<file path="config.mk">
export PLATFORM = sky130hd
export DESIGN_NAME = char_lcd_4bit_sequencer_flat
export DESIGN_NICKNAME = d
export VERILOG_FILES = /design/src/clcd_pkg.sv /design/src/clcd_req_if.sv /design/src/clcd_strobe_if.sv /design/src/clcd_datapath.sv /design/src/clcd_ctrl.sv /design/src/char_lcd_4bit_sequencer.sv /design/src/flat_wrapper.sv
export SDC_FILE = /design/constraint.sdc
export NUM_CORES = 1
export LEC_CHECK = 0
export BUFFER_PORTS_ARGS = -buffer_cell sky130_fd_sc_hd__buf_4
export CORE_ASPECT_RATIO = 0.75
export CORE_UTILIZATION = 45
export CTS_CLUSTER_DIAMETER = 40
export DETAILED_ROUTE_END_ITERATION = 10
export HOLD_SLACK_MARGIN = 0.12
export PLACE_DENSITY = 0.72
export SKIP_CTS_REPAIR_TIMING = 1
export SYNTH_ARGS = -nofsm -noshare
export SYNTH_HDL_FRONTEND = slang
export SYNTH_HIERARCHICAL = 1
export SYNTH_SLANG_ARGS = --single-unit
export TNS_END_PERCENT = 1
</file>
<file path="constraint.sdc">
create_clock -name clk -period 2.27 [get_ports clk]
set_input_delay 0.454 -clock clk [delete_from_list [all_inputs] [get_ports clk]]
set_output_delay 0.454 -clock clk [all_outputs]
set_load 0.05 [all_outputs]
</file>
<file path="src/clcd_pkg.sv">
// ============================================================================
// clcd_pkg: shared types and constants of the character-lcd sequencer
// mode codes, field widths, strobe timing and the power-up init table
// ============================================================================
package clcd_pkg;

  localparam int ModeW   = 3;
  localparam int ValueW  = 8;
  localparam int ColW    = 6;
  localparam int RowW    = 2;
  localparam int NibW    = 4;
  localparam int BeforeW = 16;
  localparam int AfterW  = 13;
  localparam int StepW   = 4;

  localparam int ROW_TWO_BASE_DEF = 64;

  typedef logic [ModeW-1:0]   mode_t;
  typedef logic [ValueW-1:0]  byte_t;
  typedef logic [ColW-1:0]    col_t;
  typedef logic [RowW-1:0]    row_t;
  typedef logic [NibW-1:0]    nib_t;
  typedef logic [BeforeW-1:0] before_t;
  typedef logic [AfterW-1:0]  after_t;
  typedef logic [StepW-1:0]   step_t;

  localparam mode_t MODE_INIT    = 3'd0;
  localparam mode_t MODE_CMD     = 3'd1;
  localparam mode_t MODE_DATA    = 3'd2;
  localparam mode_t MODE_GOTO    = 3'd3;
  localparam mode_t MODE_CLEAR   = 3'd4;
  localparam mode_t MODE_HOME    = 3'd5;
  localparam mode_t MODE_DISP_ON = 3'd6;
  localparam mode_t MODE_NONE    = 3'd7;

  localparam byte_t CMD_CLEAR   = 8'h01;
  localparam byte_t CMD_HOME    = 8'h02;
  localparam byte_t CMD_DISP_ON = 8'h0C;
  localparam byte_t CMD_DDRAM   = 8'h80;

  localparam before_t POWERUP_US     = 16'd50000;
  localparam after_t  WAKE_FIRST_US  = 13'd5000;
  localparam after_t  WAKE_US        = 13'd150;
  localparam after_t  POST_BYTE_US   = 13'd40;
  localparam after_t  CLEAR_EXTRA_US = 13'd2000;

  localparam step_t INIT_LAST_STEP = 4'd13;
  localparam step_t BYTE_LAST_STEP = 4'd1;

  // request fields as seen by the datapath
  typedef struct packed {
    mode_t mode;
    byte_t value;
    col_t  col;
    row_t  row;
    logic  cursor_show;
    logic  cursor_blink;
  } req_t;

  // one enable strobe without its last flag
  typedef struct packed {
    logic    rs;
    nib_t    nibble;
    before_t wait_before;
    after_t  wait_after;
  } strobe_t;

  // controller to datapath
  typedef struct packed {
    logic  capture;
    logic  load;
    step_t step;
  } ctrl_cmd_t;

  // datapath to controller
  typedef struct packed {
    logic none;
    logic last;
  } dp_stat_t;

  // power-up init run: wake-up nibbles, then 0x28, 0x08, clear, 0x06, 0x0c
  function automatic strobe_t init_strobe(step_t step);
    strobe_t s;
    s.rs          = 1'b0;
    s.wait_before = '0;
    s.wait_after  = '0;
    s.nibble      = '0;
    unique case (step)
      4'd0: begin
        s.nibble      = 4'h3;
        s.wait_before = POWERUP_US;
        s.wait_after  = WAKE_FIRST_US;
      end
      4'd1: begin
        s.nibble     = 4'h3;
        s.wait_after = WAKE_US;
      end
      4'd2: begin
        s.nibble     = 4'h3;
        s.wait_after = WAKE_US;
      end
      4'd3: begin
        s.nibble     = 4'h2;
        s.wait_after = WAKE_US;
      end
      4'd4:  s.nibble = 4'h2;
      4'd5: begin
        s.nibble     = 4'h8;
        s.wait_after = POST_BYTE_US;
      end
      4'd6:  s.nibble = 4'h0;
      4'd7: begin
        s.nibble     = 4'h8;
        s.wait_after = POST_BYTE_US;
      end
      4'd8:  s.nibble = 4'h0;
      4'd9: begin
        s.nibble     = 4'h1;
        s.wait_after = POST_BYTE_US + CLEAR_EXTRA_US;
      end
      4'd10: s.nibble = 4'h0;
      4'd11: begin
        s.nibble     = 4'h6;
        s.wait_after = POST_BYTE_US;
      end
      4'd12: s.nibble = 4'h0;
      4'd13: begin
        s.nibble     = 4'hC;
        s.wait_after = POST_BYTE_US;
      end
      default: s.nibble = '0;
    endcase
    return s;
  endfunction

endpackage

</file>
<file path="src/clcd_req_if.sv">
// ============================================================================
// clcd_req_if: request channel of the character-lcd sequencer
// valid/ready channel carrying one write request
// ============================================================================
interface clcd_req_if;
  logic               valid;
  logic               ready;
  clcd_pkg::mode_t    mode;
  clcd_pkg::byte_t    value;
  clcd_pkg::col_t     col;
  clcd_pkg::row_t     row;
  logic               cursor_show;
  logic               cursor_blink;

  modport source (output valid, mode, value, col, row, cursor_show, cursor_blink,
                  input ready);
  modport sink   (input valid, mode, value, col, row, cursor_show, cursor_blink,
                  output ready);
endinterface

</file>
<file path="src/clcd_strobe_if.sv">
// ============================================================================
// clcd_strobe_if: strobe channel of the character-lcd sequencer
// valid/ready channel carrying one enable strobe with its waits
// ============================================================================
interface clcd_strobe_if;
  logic                valid;
  logic                ready;
  logic                reg_select;
  clcd_pkg::nib_t      nibble;
  clcd_pkg::before_t   wait_before_us;
  clcd_pkg::after_t    wait_after_us;
  logic                last;

  modport source (output valid, reg_select, nibble, wait_before_us, wait_after_us, last,
                  input ready);
  modport sink   (input valid, reg_select, nibble, wait_before_us, wait_after_us, last,
                  output ready);
endinterface

</file>
<file path="src/clcd_datapath.sv">
// ============================================================================
// clcd_datapath: request latch, strobe generation and output register
// turns the latched request and the step index into one strobe
// ============================================================================
module clcd_datapath #(
  parameter int ROW_TWO_BASE = clcd_pkg::ROW_TWO_BASE_DEF
) (
  input  logic                clk,
  input  clcd_pkg::req_t      req,
  input  clcd_pkg::ctrl_cmd_t cmd,
  output clcd_pkg::dp_stat_t  stat,
  output clcd_pkg::strobe_t   strb,
  output logic                strb_last
);
  import clcd_pkg::*;

  mode_t   mode_r;
  byte_t   byte_r;
  logic    rs_r;
  logic    long_r;
  strobe_t strb_r;
  logic    last_r;

  byte_t   byte_nxt;
  logic    rs_nxt;
  logic    long_nxt;
  byte_t   goto_addr;
  strobe_t cur;
  logic    cur_last;

  assign goto_addr = {2'b00, req.col} + ((req.row != '0) ? ValueW'(ROW_TWO_BASE) : '0);

  // byte to send for the single-byte modes
  always_comb begin
    byte_nxt = '0;
    rs_nxt   = 1'b0;
    long_nxt = 1'b0;
    unique case (req.mode)
      MODE_CMD:     byte_nxt = req.value;
      MODE_DATA: begin
        byte_nxt = req.value;
        rs_nxt   = 1'b1;
      end
      MODE_GOTO:    byte_nxt = CMD_DDRAM | goto_addr;
      MODE_CLEAR: begin
        byte_nxt = CMD_CLEAR;
        long_nxt = 1'b1;
      end
      MODE_HOME: begin
        byte_nxt = CMD_HOME;
        long_nxt = 1'b1;
      end
      MODE_DISP_ON: byte_nxt = CMD_DISP_ON | {6'b0, req.cursor_show, req.cursor_blink};
      default:      byte_nxt = '0;
    endcase
  end

  always_ff @(posedge clk) begin
    if (cmd.capture) begin
      mode_r <= req.mode;
      byte_r <= byte_nxt;
      rs_r   <= rs_nxt;
      long_r <= long_nxt;
    end
  end

  // strobe for the current step
  always_comb begin
    if (mode_r == MODE_INIT) begin
      cur      = init_strobe(cmd.step);
      cur_last = (cmd.step == INIT_LAST_STEP);
    end else begin
      cur.rs          = rs_r;
      cur.wait_before = '0;
      if (!cmd.step[0]) begin
        cur.nibble     = byte_r[7:4];
        cur.wait_after = '0;
      end else begin
        cur.nibble     = byte_r[3:0];
        cur.wait_after = POST_BYTE_US + (long_r ? CLEAR_EXTRA_US : '0);
      end
      cur_last = (cmd.step == BYTE_LAST_STEP);
    end
  end

  always_ff @(posedge clk) begin
    if (cmd.load) begin
      strb_r <= cur;
      last_r <= cur_last;
    end
  end

  assign stat.none = (req.mode == MODE_NONE);
  assign stat.last = cur_last;
  assign strb      = strb_r;
  assign strb_last = last_r;

endmodule

</file>
<file path="src/clcd_ctrl.sv">
// ============================================================================
// clcd_ctrl: sequencing state machine of the character-lcd sequencer
// accepts requests, steps through strobes and owns the output valid
// ============================================================================
module clcd_ctrl (
  input  logic                clk,
  input  logic                rst_n,
  input  logic                in_valid,
  output logic                in_ready,
  output logic                out_valid,
  input  logic                out_ready,
  input  clcd_pkg::dp_stat_t  stat,
  output clcd_pkg::ctrl_cmd_t cmd
);
  import clcd_pkg::*;

  localparam logic ST_IDLE = 1'b0;
  localparam logic ST_EMIT = 1'b1;

  logic  state_r, state_nxt;
  step_t step_r, step_nxt;
  logic  valid_r, valid_nxt;
  logic  accept;
  logic  slot_free;

  assign in_ready  = (state_r == ST_IDLE);
  assign accept    = in_valid && in_ready;
  assign slot_free = !valid_r || out_ready;

  always_comb begin
    state_nxt   = state_r;
    step_nxt    = step_r;
    cmd.capture = accept;
    cmd.load    = 1'b0;
    cmd.step    = step_r;
    unique case (state_r)
      ST_IDLE: begin
        if (accept && !stat.none) begin
          state_nxt = ST_EMIT;
          step_nxt  = '0;
        end
      end
      ST_EMIT: begin
        if (slot_free) begin
          cmd.load = 1'b1;
          if (stat.last) begin
            state_nxt = ST_IDLE;
          end else begin
            step_nxt = step_r + 1'b1;
          end
        end
      end
      default: state_nxt = ST_IDLE;
    endcase
  end

  always_comb begin
    valid_nxt = valid_r;
    if (cmd.load) begin
      valid_nxt = 1'b1;
    end else if (out_ready) begin
      valid_nxt = 1'b0;
    end
  end

  always_ff @(posedge clk) begin
    if (!rst_n) begin
      state_r <= ST_IDLE;
      step_r  <= '0;
      valid_r <= 1'b0;
    end else begin
      state_r <= state_nxt;
      step_r  <= step_nxt;
      valid_r <= valid_nxt;
    end
  end

  assign out_valid = valid_r;

endmodule

</file>
<file path="src/char_lcd_4bit_sequencer.sv">
// ============================================================================
// char_lcd_4bit_sequencer: hd44780-style 4-bit write sequencer
// expands each request into the run of enable strobes for a character lcd
// ============================================================================
// usage
//   in_req is a valid/ready request channel: mode, value, col, row,
//   cursor_show and cursor_blink. out_strb is a valid/ready strobe channel:
//   one transfer per enable strobe with reg_select, nibble, wait_before_us,
//   wait_after_us and last, which marks the final strobe of a request.
//   a byte request gives two strobes, power-up init gives fourteen, and
//   mode 7 is taken and gives none.
// sequencing and throughput
//   after the request transfer the state machine enters its emit state
//   and loads the first strobe into the output register once that is free;
//   strobes then follow one per cycle while out_strb is ready. the state
//   machine's step counter walks them one per cycle while that holds, and
//   a new request is taken once the previous one's last strobe is registered.
// reset and stall
//   rst_n (synchronous, active low) clears the strobe valid and returns the
//   state machine to idle, ready for a request.
//   a stalled receiver holds the output register and the step counter;
//   nothing is lost or repeated.
// ============================================================================
module char_lcd_4bit_sequencer #(
  parameter int ROW_TWO_BASE = clcd_pkg::ROW_TWO_BASE_DEF
) (
  input  logic            clk,
  input  logic            rst_n,
  clcd_req_if.sink        in_req,
  clcd_strobe_if.source   out_strb
);
  import clcd_pkg::*;

  req_t      req;
  ctrl_cmd_t cmd;
  dp_stat_t  stat;
  strobe_t   strb;
  logic      strb_last;

  // request fields gathered for the datapath
  assign req.mode         = in_req.mode;
  assign req.value        = in_req.value;
  assign req.col          = in_req.col;
  assign req.row          = in_req.row;
  assign req.cursor_show  = in_req.cursor_show;
  assign req.cursor_blink = in_req.cursor_blink;

  // state machine: handshakes and step counter
  clcd_ctrl u_ctrl (
    .clk       (clk),
    .rst_n     (rst_n),
    .in_valid  (in_req.valid),
    .in_ready  (in_req.ready),
    .out_valid (out_strb.valid),
    .out_ready (out_strb.ready),
    .stat      (stat),
    .cmd       (cmd)
  );

  // datapath: request latch, strobe table and output register
  clcd_datapath #(
    .ROW_TWO_BASE (ROW_TWO_BASE)
  ) u_datapath (
    .clk       (clk),
    .req       (req),
    .cmd       (cmd),
    .stat      (stat),
    .strb      (strb),
    .strb_last (strb_last)
  );

  assign out_strb.reg_select     = strb.rs;
  assign out_strb.nibble         = strb.nibble;
  assign out_strb.wait_before_us = strb.wait_before;
  assign out_strb.wait_after_us  = strb.wait_after;
  assign out_strb.last           = strb_last;

endmodule
</file>
<file path="src/flat_wrapper.sv">
// flat-port wrapper written by rule: the top's interface ports become plain ports
module char_lcd_4bit_sequencer_flat import clcd_pkg::*;
#(
  parameter int ROW_TWO_BASE = clcd_pkg::ROW_TWO_BASE_DEF
)
  (clk, rst_n, in_req_valid, in_req_mode, in_req_value, in_req_col, in_req_row, in_req_cursor_show, in_req_cursor_blink, in_req_ready, out_strb_valid, out_strb_reg_select, out_strb_nibble, out_strb_wait_before_us, out_strb_wait_after_us, out_strb_last, out_strb_ready);
  clcd_req_if in_req_i ();
  clcd_strobe_if out_strb_i ();
  input  logic clk;
  input  logic rst_n;
  input wire logic [$bits(in_req_i.valid)-1:0] in_req_valid;
  input wire logic [$bits(in_req_i.mode)-1:0] in_req_mode;
  input wire logic [$bits(in_req_i.value)-1:0] in_req_value;
  input wire logic [$bits(in_req_i.col)-1:0] in_req_col;
  input wire logic [$bits(in_req_i.row)-1:0] in_req_row;
  input wire logic [$bits(in_req_i.cursor_show)-1:0] in_req_cursor_show;
  input wire logic [$bits(in_req_i.cursor_blink)-1:0] in_req_cursor_blink;
  output wire logic [$bits(in_req_i.ready)-1:0] in_req_ready;
  output wire logic [$bits(out_strb_i.valid)-1:0] out_strb_valid;
  output wire logic [$bits(out_strb_i.reg_select)-1:0] out_strb_reg_select;
  output wire logic [$bits(out_strb_i.nibble)-1:0] out_strb_nibble;
  output wire logic [$bits(out_strb_i.wait_before_us)-1:0] out_strb_wait_before_us;
  output wire logic [$bits(out_strb_i.wait_after_us)-1:0] out_strb_wait_after_us;
  output wire logic [$bits(out_strb_i.last)-1:0] out_strb_last;
  input wire logic [$bits(out_strb_i.ready)-1:0] out_strb_ready;
  assign in_req_i.valid = in_req_valid;
  assign in_req_i.mode = in_req_mode;
  assign in_req_i.value = in_req_value;
  assign in_req_i.col = in_req_col;
  assign in_req_i.row = in_req_row;
  assign in_req_i.cursor_show = in_req_cursor_show;
  assign in_req_i.cursor_blink = in_req_cursor_blink;
  assign in_req_ready = in_req_i.ready;
  assign out_strb_valid = out_strb_i.valid;
  assign out_strb_reg_select = out_strb_i.reg_select;
  assign out_strb_nibble = out_strb_i.nibble;
  assign out_strb_wait_before_us = out_strb_i.wait_before_us;
  assign out_strb_wait_after_us = out_strb_i.wait_after_us;
  assign out_strb_last = out_strb_i.last;
  assign out_strb_i.ready = out_strb_ready;
  char_lcd_4bit_sequencer #(.ROW_TWO_BASE(ROW_TWO_BASE)) u_core (.clk(clk), .rst_n(rst_n), .in_req(in_req_i), .out_strb(out_strb_i));
endmodule
</file>
==> results of run 1 <==
[Yosys cell counts (5+ instances only)]
cell	n
nand2_1	10
edfxtp_1	28
a21oi_1	6
nand3_1	10
nand2b_1	5
o211ai_1	5
dfxtp_1	6
mux2i_1	6
inv_1	7
buf_4	30
nor2_1	9
nand4_1	5
[routing by layer]
layer	track usage, %	up-vias	routed length [um]
met5	0	-	0
met4	5.66	0	18
met3	5.12	2	237
met2	23.0	57	1370
met1	21.0	595	1630
li1	-	696	-
[state kept, by name, summed over array words and instances, names as in the netlist]
signal and cells:
u_core/u_ctrl/out_valid 1, u_core/u_datapath/mode_r 3, u_core/u_ctrl/state_r 1, u_core/u_ctrl/step_r 4, u_core/u_datapath/byte_r 8, u_core/u_datapath/rs_r 1
u_core/u_datapath/strb_last 1, u_core/u_datapath/long_r 1, u_core/u_datapath/strb 14
[power groups by stage]
stage | clock (mW) | sequential (mW) | combinational [mW]
2_1_floorplan | 0 | 0.835 | 0.234
3_3_place_gp | 0 | 0.760 | 0.377
3_5_place_dp | 0 | 0.762 | 0.378
4_1_cts | 0.455 | 0.748 | 0.379
5_1_grt | 0.476 | 0.752 | 0.402
6_report | 0.444 | 0.747 | 0.378
[final timing paths]
check                                         from                                       end  slack (ns)  cells past startpoint
max          u_core/u_datapath/mode_r[1]$_DFFE_PP_      u_core/u_ctrl/step_r[3]$_SDFFE_PN0P_        0.32                      6
max reg2reg  u_core/u_datapath/mode_r[1]$_DFFE_PP_      u_core/u_ctrl/step_r[3]$_SDFFE_PN0P_        0.32                      6
min reg2reg       u_core/u_datapath/rs_r$_DFFE_PP_  u_core/u_datapath/strb[33]$_SDFFCE_PN0P_        0.54                      1
min                                 in_req_mode[0]     u_core/u_datapath/mode_r[0]$_DFFE_PP_        0.47                      1
[cells in the final DEF (no fill, tap or decap), types with 2 or more instances in the layout]
master	Yosys	final
mux2_1	2	2
and2_1	2	2
nand2_1	10	10
conb_1	1	12
o21ai_0	4	4
mux2i_1	6	6
a21oi_1	6	6
or3_1	2	2
o21ai_1	3	3
nand3_2	2	2
buf_4	30	52
nand4_1	5	5
nor2b_1	2	2
o211ai_1	5	5
o22ai_1	2	2
o31ai_1	2	2
dfxtp_1	6	6
inv_1	7	7
and2b_1	3	3
nand2b_1	5	5
clkbuf_8	0	6
edfxtp_1	28	28
nor2_1	9	9
a22oi_1	2	2
nand3_1	10	10
[kinds of logic (layout without fill, tap and decap cells)]
logic type	Yosys count	after routing	synth area share, %
AND/OR/NAND/NOR	58	58	17.2
buffers and inverters	42	68	14.5
AO/OA/AOI/OAI	36	36	13.3
flip-flops	34	34	49.5
multiplexers	8	8	4.26
adder cells (fa/ha/maj)	1	1	0.645
other	1	12	0.193
XOR/XNOR	1	1	0.451
[critical path: cells and delay by family (launching register included)]
family	cells	cell delay (ns)
flops	1	0.39
compound gates	3	0.62
simple gates	3	0.86
[cell type report]
cell class	count	area, um2	share of cell area [%]
clock inverters	1	5.00	0.219
well taps	55	68.8	3.02
inverters	8	30.0	1.32
clock buffers	7	86.3	3.78
flip-flops and latches	34	961	42.1
repair buffers	52	390	17.1
multi-input cells	116	739	32.4
==> flow_summary_export.csv, run 1 <==
group,metric,value,unit
status,run_status,"completed",
cells_and_area,num_antenna_cells,0,
timing,max_freq,0.512,GHz
global_routing,grt_antenna_before_repair,0,
global_routing,grt_pass1_vias,1126,
synthesis,synth_seq_area_share,49.5,%
cells_and_area,final_layout_size_suffix_gt1_share,30.7,%
timing,worst_slew_pin_slew,0.536,ns
die,initial_core_utilization,47.3,%
power,swShare,30.5,%
setup_path,cpPeakStageDelay,0.52,ns
timing,layout_worst_path_cycle_share,86.1,%
placement,preCtsSetupSlack,0.326,ns
die,die_area,0.00458,mm2
setup_path,critPathSlowestCell,"or3_1",
placement,gp_congestion,0.723,
timing,finClkSkew,0.00607,ns
drt,drc,0,
synthesis,netlist_area,0.00194,mm2
setup_path,end_kind,"register",
power,p_per_area,688,mW/mm2
timing,rsz0062_at_grt,"false",
power,ir_drop,0.000313,V
clock_network,cts.path.max_buffers,2,
synthesis,top_flip_flop_cell_by_instance_count_after_synthesis,"edfxtp_1",
global_routing,globalRouteTotalUtil,15.4,%
placement,postPlaceCellArea,0.00219,mm2
power,p_switching,0.478,mW
timing,finalMaxSlewViolations,0,
timing,hold_violation_count_in_the_final_report,0,
cells_and_area,filler_cell_count,385,
cells_and_area,area.growth.synth_to_final,17.5,%
timing,timing.slew.headroom,64.3,%
drt,drtPass1Iterations,4,
drt,routedWlPerCell,11.9,um
min_path,min-delay-path-class,"input pin to register",
clock_network,clock_tree.htree_level_count,2,
die,io_pins,62,
drt,drt.antenna.violating_nets,0,
setup_path,cp_data_required_time,2.46,ns
power,report.power.total,1.57,mW
cells_and_area,post-route-cell-area,0.00228,mm2
timing,fin_tns_setup,0,ns
power,power.share.sequential,47.6,%
global_routing,largest_net_degree_at_the_start_of_global_routing,22,
cells_and_area,fin_cells,273,
drt,vias_per_cell,4.95,
placement,post-place-cells,265,
global_routing,grt_pass1_wl,5260,um
cells_and_area,utilization,55.6,%
cells_and_area,number_of_nets_in_the_layout,243,
power,leakagePower,0.952,nW
setup_path,cp_max_fo,8,
synthesis,synth_enable_flop_cells,28,
placement,place.detailed.hpwl,2380,um
setup_path,worstPathArrival,2.15,ns
synthesis,async_reset_ff_share,0,%
setup_path,critPathLaunchType,"register",
synthesis,yosys_register_bits,34,
synthesis,avgSynthCellArea,10.7,um2
setup_path,cp_class,"register to register",
timing,postLayoutSetupSlackWorst,0.316,ns
synthesis,synth_warnings,6,
clock_network,clkTransAtPathRegs,0.07,ns
clock_network,cts_sinks,34,
clock_network,insertion_delay,0.28,ns
die,coreArea,0.00410,mm2
flow_run,maxcap_violations,0,
synthesis,synthTopCellsByArea,"edfxtp_1, buf_4, dfxtp_1, mux2i_1, nand3_1",
clock_network,tritoncts,"yes",
synthesis,synthDominantCellAreaShare,43.3,%
power,share_clk_of_total_power,28.3,%
synthesis,synth.largest_area_cell,"edfxtp_1",
timing,fin_crit,1.95,ns
power,internal_power,1.09,mW
clock_network,total_clock_buffers_created_by_cts,5,
die,die-width,77.8,um
die,dieHeight,58.9,um
drt,drt_iter0_drc,107,
synthesis,synthCells,181,
clock_network,cts-root-buf,"clkbuf_8",
timing,fin_worst_hold_slack,0.470,ns
global_routing,grt_remaining_overflow,0,
drt,routed_wirelength,3260,um
timing,setup-violations-final,0,
synthesis,synth.lib_cells_used.distinct,49,
setup_path,crit_chain,"or3_1 > nand2_1 > a21boi_1 > nand2b_2 > o31a_1 > a311oi_2",
drt,detailroute.via_count,1350,
die,num_rows,20,
placement,number_of_input_and_output_port_buffers_inserted,49,
power,pwr-share-comb,24.1,%
No activity file was read; power rests on OpenSTA's default activity.
==> inputs of run 2 (changes only) <==
--- a/config.mk
+++ b/config.mk
@@ -15,6 +15,5 @@
 export SKIP_CTS_REPAIR_TIMING = 1
 export SYNTH_ARGS = -nofsm -noshare
 export SYNTH_HDL_FRONTEND = slang
-export SYNTH_HIERARCHICAL = 1
 export SYNTH_SLANG_ARGS = --single-unit
 export TNS_END_PERCENT = 1
==> flow_summary_export.csv, run 2 <==
group,metric,value,unit
power,p_per_area,654,mW/mm2
setup_path,source_of_the_worst_register_to_register_timing_path,"u_core.u_ctrl.step_r[0]$_SDFFE_PN0P_",
power,power.share.sequential,49.3,%
synthesis,synth_warnings,0,
synthesis,avgSynthCellArea,10.6,um2
synthesis,synth_seq_area_share,49.2,%
placement,place.detailed.hpwl,2410,um
setup_path,critPathLaunchType,"register",
drt,detailroute.via_count,1429,
cells_and_area,largest_register_ffs,14,
synthesis,netlist_area,0.00195,mm2
setup_path,worstPathArrival,2.15,ns
synthesis,yosys_register_bits,34,
synthesis,synth.largest_area_cell,"edfxtp_1",
global_routing,grt_remaining_overflow,0,
clock_network,clock_tree.htree_level_count,2,
die,die_area,0.00461,mm2
setup_path,critPathLaunch,"u_core.u_ctrl.step_r[0]$_SDFFE_PN0P_",
cells_and_area,filler_cell_count,370,
timing,max_freq,0.505,GHz
synthesis,synth-compound-area-share,15.8,%
clock_network,cts.path.max_buffers,2,
placement,postPlaceCellArea,0.00225,mm2
die,die-width,78.1,um
power,share_clk_of_total_power,26.4,%
synthesis,synthTopCellsByArea,"edfxtp_1, buf_4, dfxtp_1, mux2i_1, o21ai_0",
power,swShare,31.0,%
cells_and_area,number_of_nets_in_the_layout,253,
synthesis,synth_most_common_cell,"edfxtp_1",
flow_run,maxcap_violations,0,
global_routing,grt_pass1_vias,1172,
drt,drtPass1Iterations,4,
min_path,worstHoldStart,"rst_n",
placement,gp_congestion,0.846,
power,ir_drop,0.000274,V
die,num_rows,20,
power,p_switching,0.473,mW
cells_and_area,commonest_non_fill_non_tap_cell_in_the_layout,"buf_4",
synthesis,main_combinational_cell_family_by_area_after_synthesis,"compound AO/OA/AOI/OAI gates",
setup_path,cp_max_fo,12,
synthesis,synthTopCellsByCount,"edfxtp_1, buf_4, o21ai_0, nor2_1",
synthesis,synth_enable_flop_cells,28,
drt,drc,0,
cells_and_area,area.growth.synth_to_final,19.3,%
die,initial_core_utilization,47.6,%
synthesis,synthSimpleGateAreaFrac,13.9,%
synthesis,synthDominantCellAreaShare,43.0,%
cells_and_area,num_antenna_cells,0,
setup_path,cp_data_required_time,2.43,ns
timing,hold_violation_count_in_the_final_report,0,
cells_and_area,final_layout_size_suffix_gt1_share,28.9,%
synthesis,async_reset_ff_share,0,%
cells_and_area,commonest_non_fill_non_tap_cells_in_the_layout,"buf_4, edfxtp_1, o21ai_0",
global_routing,grt_pass1_wl,5300,um
synthesis,synth.lib_cells_used.distinct,46,
global_routing,globalRouteTotalUtil,15.5,%
global_routing,grt_antenna_before_repair,0,
synthesis,top_flip_flop_cell_by_instance_count_after_synthesis,"edfxtp_1",
synthesis,muxShareOfSynthArea,6.59,%
drt,routedWlPerCell,11.8,um
timing,rsz0062_at_grt,"false",
power,internal_power,1.05,mW
synthesis,synth_xor_area_share,0,%
drt,vias_per_cell,5.10,
timing,layout_worst_path_cycle_share,87.3,%
die,dieHeight,59.1,um
die,coreArea,0.00410,mm2
synthesis,synth_fa_ha_area_share,2.56,%
timing,finClkSkew,0.00231,ns
cells_and_area,post-route-cell-area,0.00233,mm2
power,pwr-share-comb,24.3,%
synthesis,synthCells,184,
clock_network,clkTransAtPathRegs,0.06,ns
status,run_status,"completed",
timing,finalMaxSlewViolations,0,
die,io_pins,62,
drt,routed_wirelength,3310,um
timing,setup-violations-final,0,
cells_and_area,utilization,56.8,%
global_routing,largest_net_degree_at_the_start_of_global_routing,19,
clock_network,tritoncts,"yes",
clock_network,cts-root-buf,"clkbuf_8",
power,report.power.total,1.53,mW
timing,fin_crit,1.98,ns
drt,drt.antenna.violating_nets,0,
setup_path,end_kind,"register",
clock_network,total_clock_buffers_created_by_cts,5,
setup_path,cp_class,"register to register",
power,leakagePower,0.975,nW
timing,fin_tns_setup,0,ns
clock_network,cts_sinks,34,
min_path,min-delay-path-class,"input pin to register",
clock_network,insertion_delay,0.28,ns
drt,drt_iter0_drc,136,
placement,number_of_input_and_output_port_buffers_inserted,49,
## run 2: per-stage QoR
step           setup WS, ns  std cells  hold slack [ns]
2_1_floorplan         0.663        195            0.497
3_3_place_gp          0.400        272            0.501
3_5_place_dp          0.298        272            0.512
4_1_cts               0.301        280            0.431
5_1_grt              0.0421        280            0.449
6_report              0.289        280            0.443
## run 2: area by class of cell
type                            instances  area (um2)  area share (%)
Sequential cell                        34         961            41.2
Clock buffer                            5        68.8            2.95
Inverter                                7        26.3            1.13
Tap cell                               55        68.8            2.95
Clock inverter                          3        11.3           0.483
Timing Repair Buffer                   52         390            16.7
Multi-Input combinational cell        124         805            34.5
## run 2: layer usage
| metal | track usage [%] | vias to the layer above | routed length, um |
|---|---|---|---|
| met4 | 10.1 | 0 | 90 |
| met2 | 23.6 | 75 | 1390 |
| met3 | 4.31 | 9 | 286 |
| met1 | 19.7 | 626 | 1550 |
| li1 | - | 719 | - |
| met5 | 0 | - | 0 |
## run 2: critical path, cell delays in order, from the launching register on
cell	delay, ns
dfxtp_1	0.56
ha_1	0.46
nor4bb_1	0.41
mux2i_1	0.18
nand3_1	0.15
o32ai_1	0.10
## run 2: logic make-up after synthesis
family	count (synthesis)
flops	34
buf+inv	37
compound gates	49
fa+ha+maj	4
simple gates	47
other cells	1
mux	12
## run 2: final timing paths
check | slack [ns] | to | cells past startpoint
max | 0.29 | u_core.u_ctrl.step_r[3]$_SDFFE_PN0P_ | 5
min | 0.44 | u_core.u_ctrl.step_r[2]$_SDFFE_PN0P_ | 3
max reg2reg | 0.29 | u_core.u_ctrl.step_r[3]$_SDFFE_PN0P_ | 5
min reg2reg | 0.52 | u_core.u_datapath.strb[33]$_SDFFCE_PP0P_ | 1
## run 2: power by group through the flow
stage          Combinational, mW  Sequential, mW  Clock [mW]
6_report                   0.370           0.752       0.403
5_1_grt                    0.395           0.756       0.435
4_1_cts                    0.372           0.752       0.415
3_5_place_dp               0.371           0.765           0
3_3_place_gp               0.368           0.764           0
2_1_floorplan              0.228           0.829           0
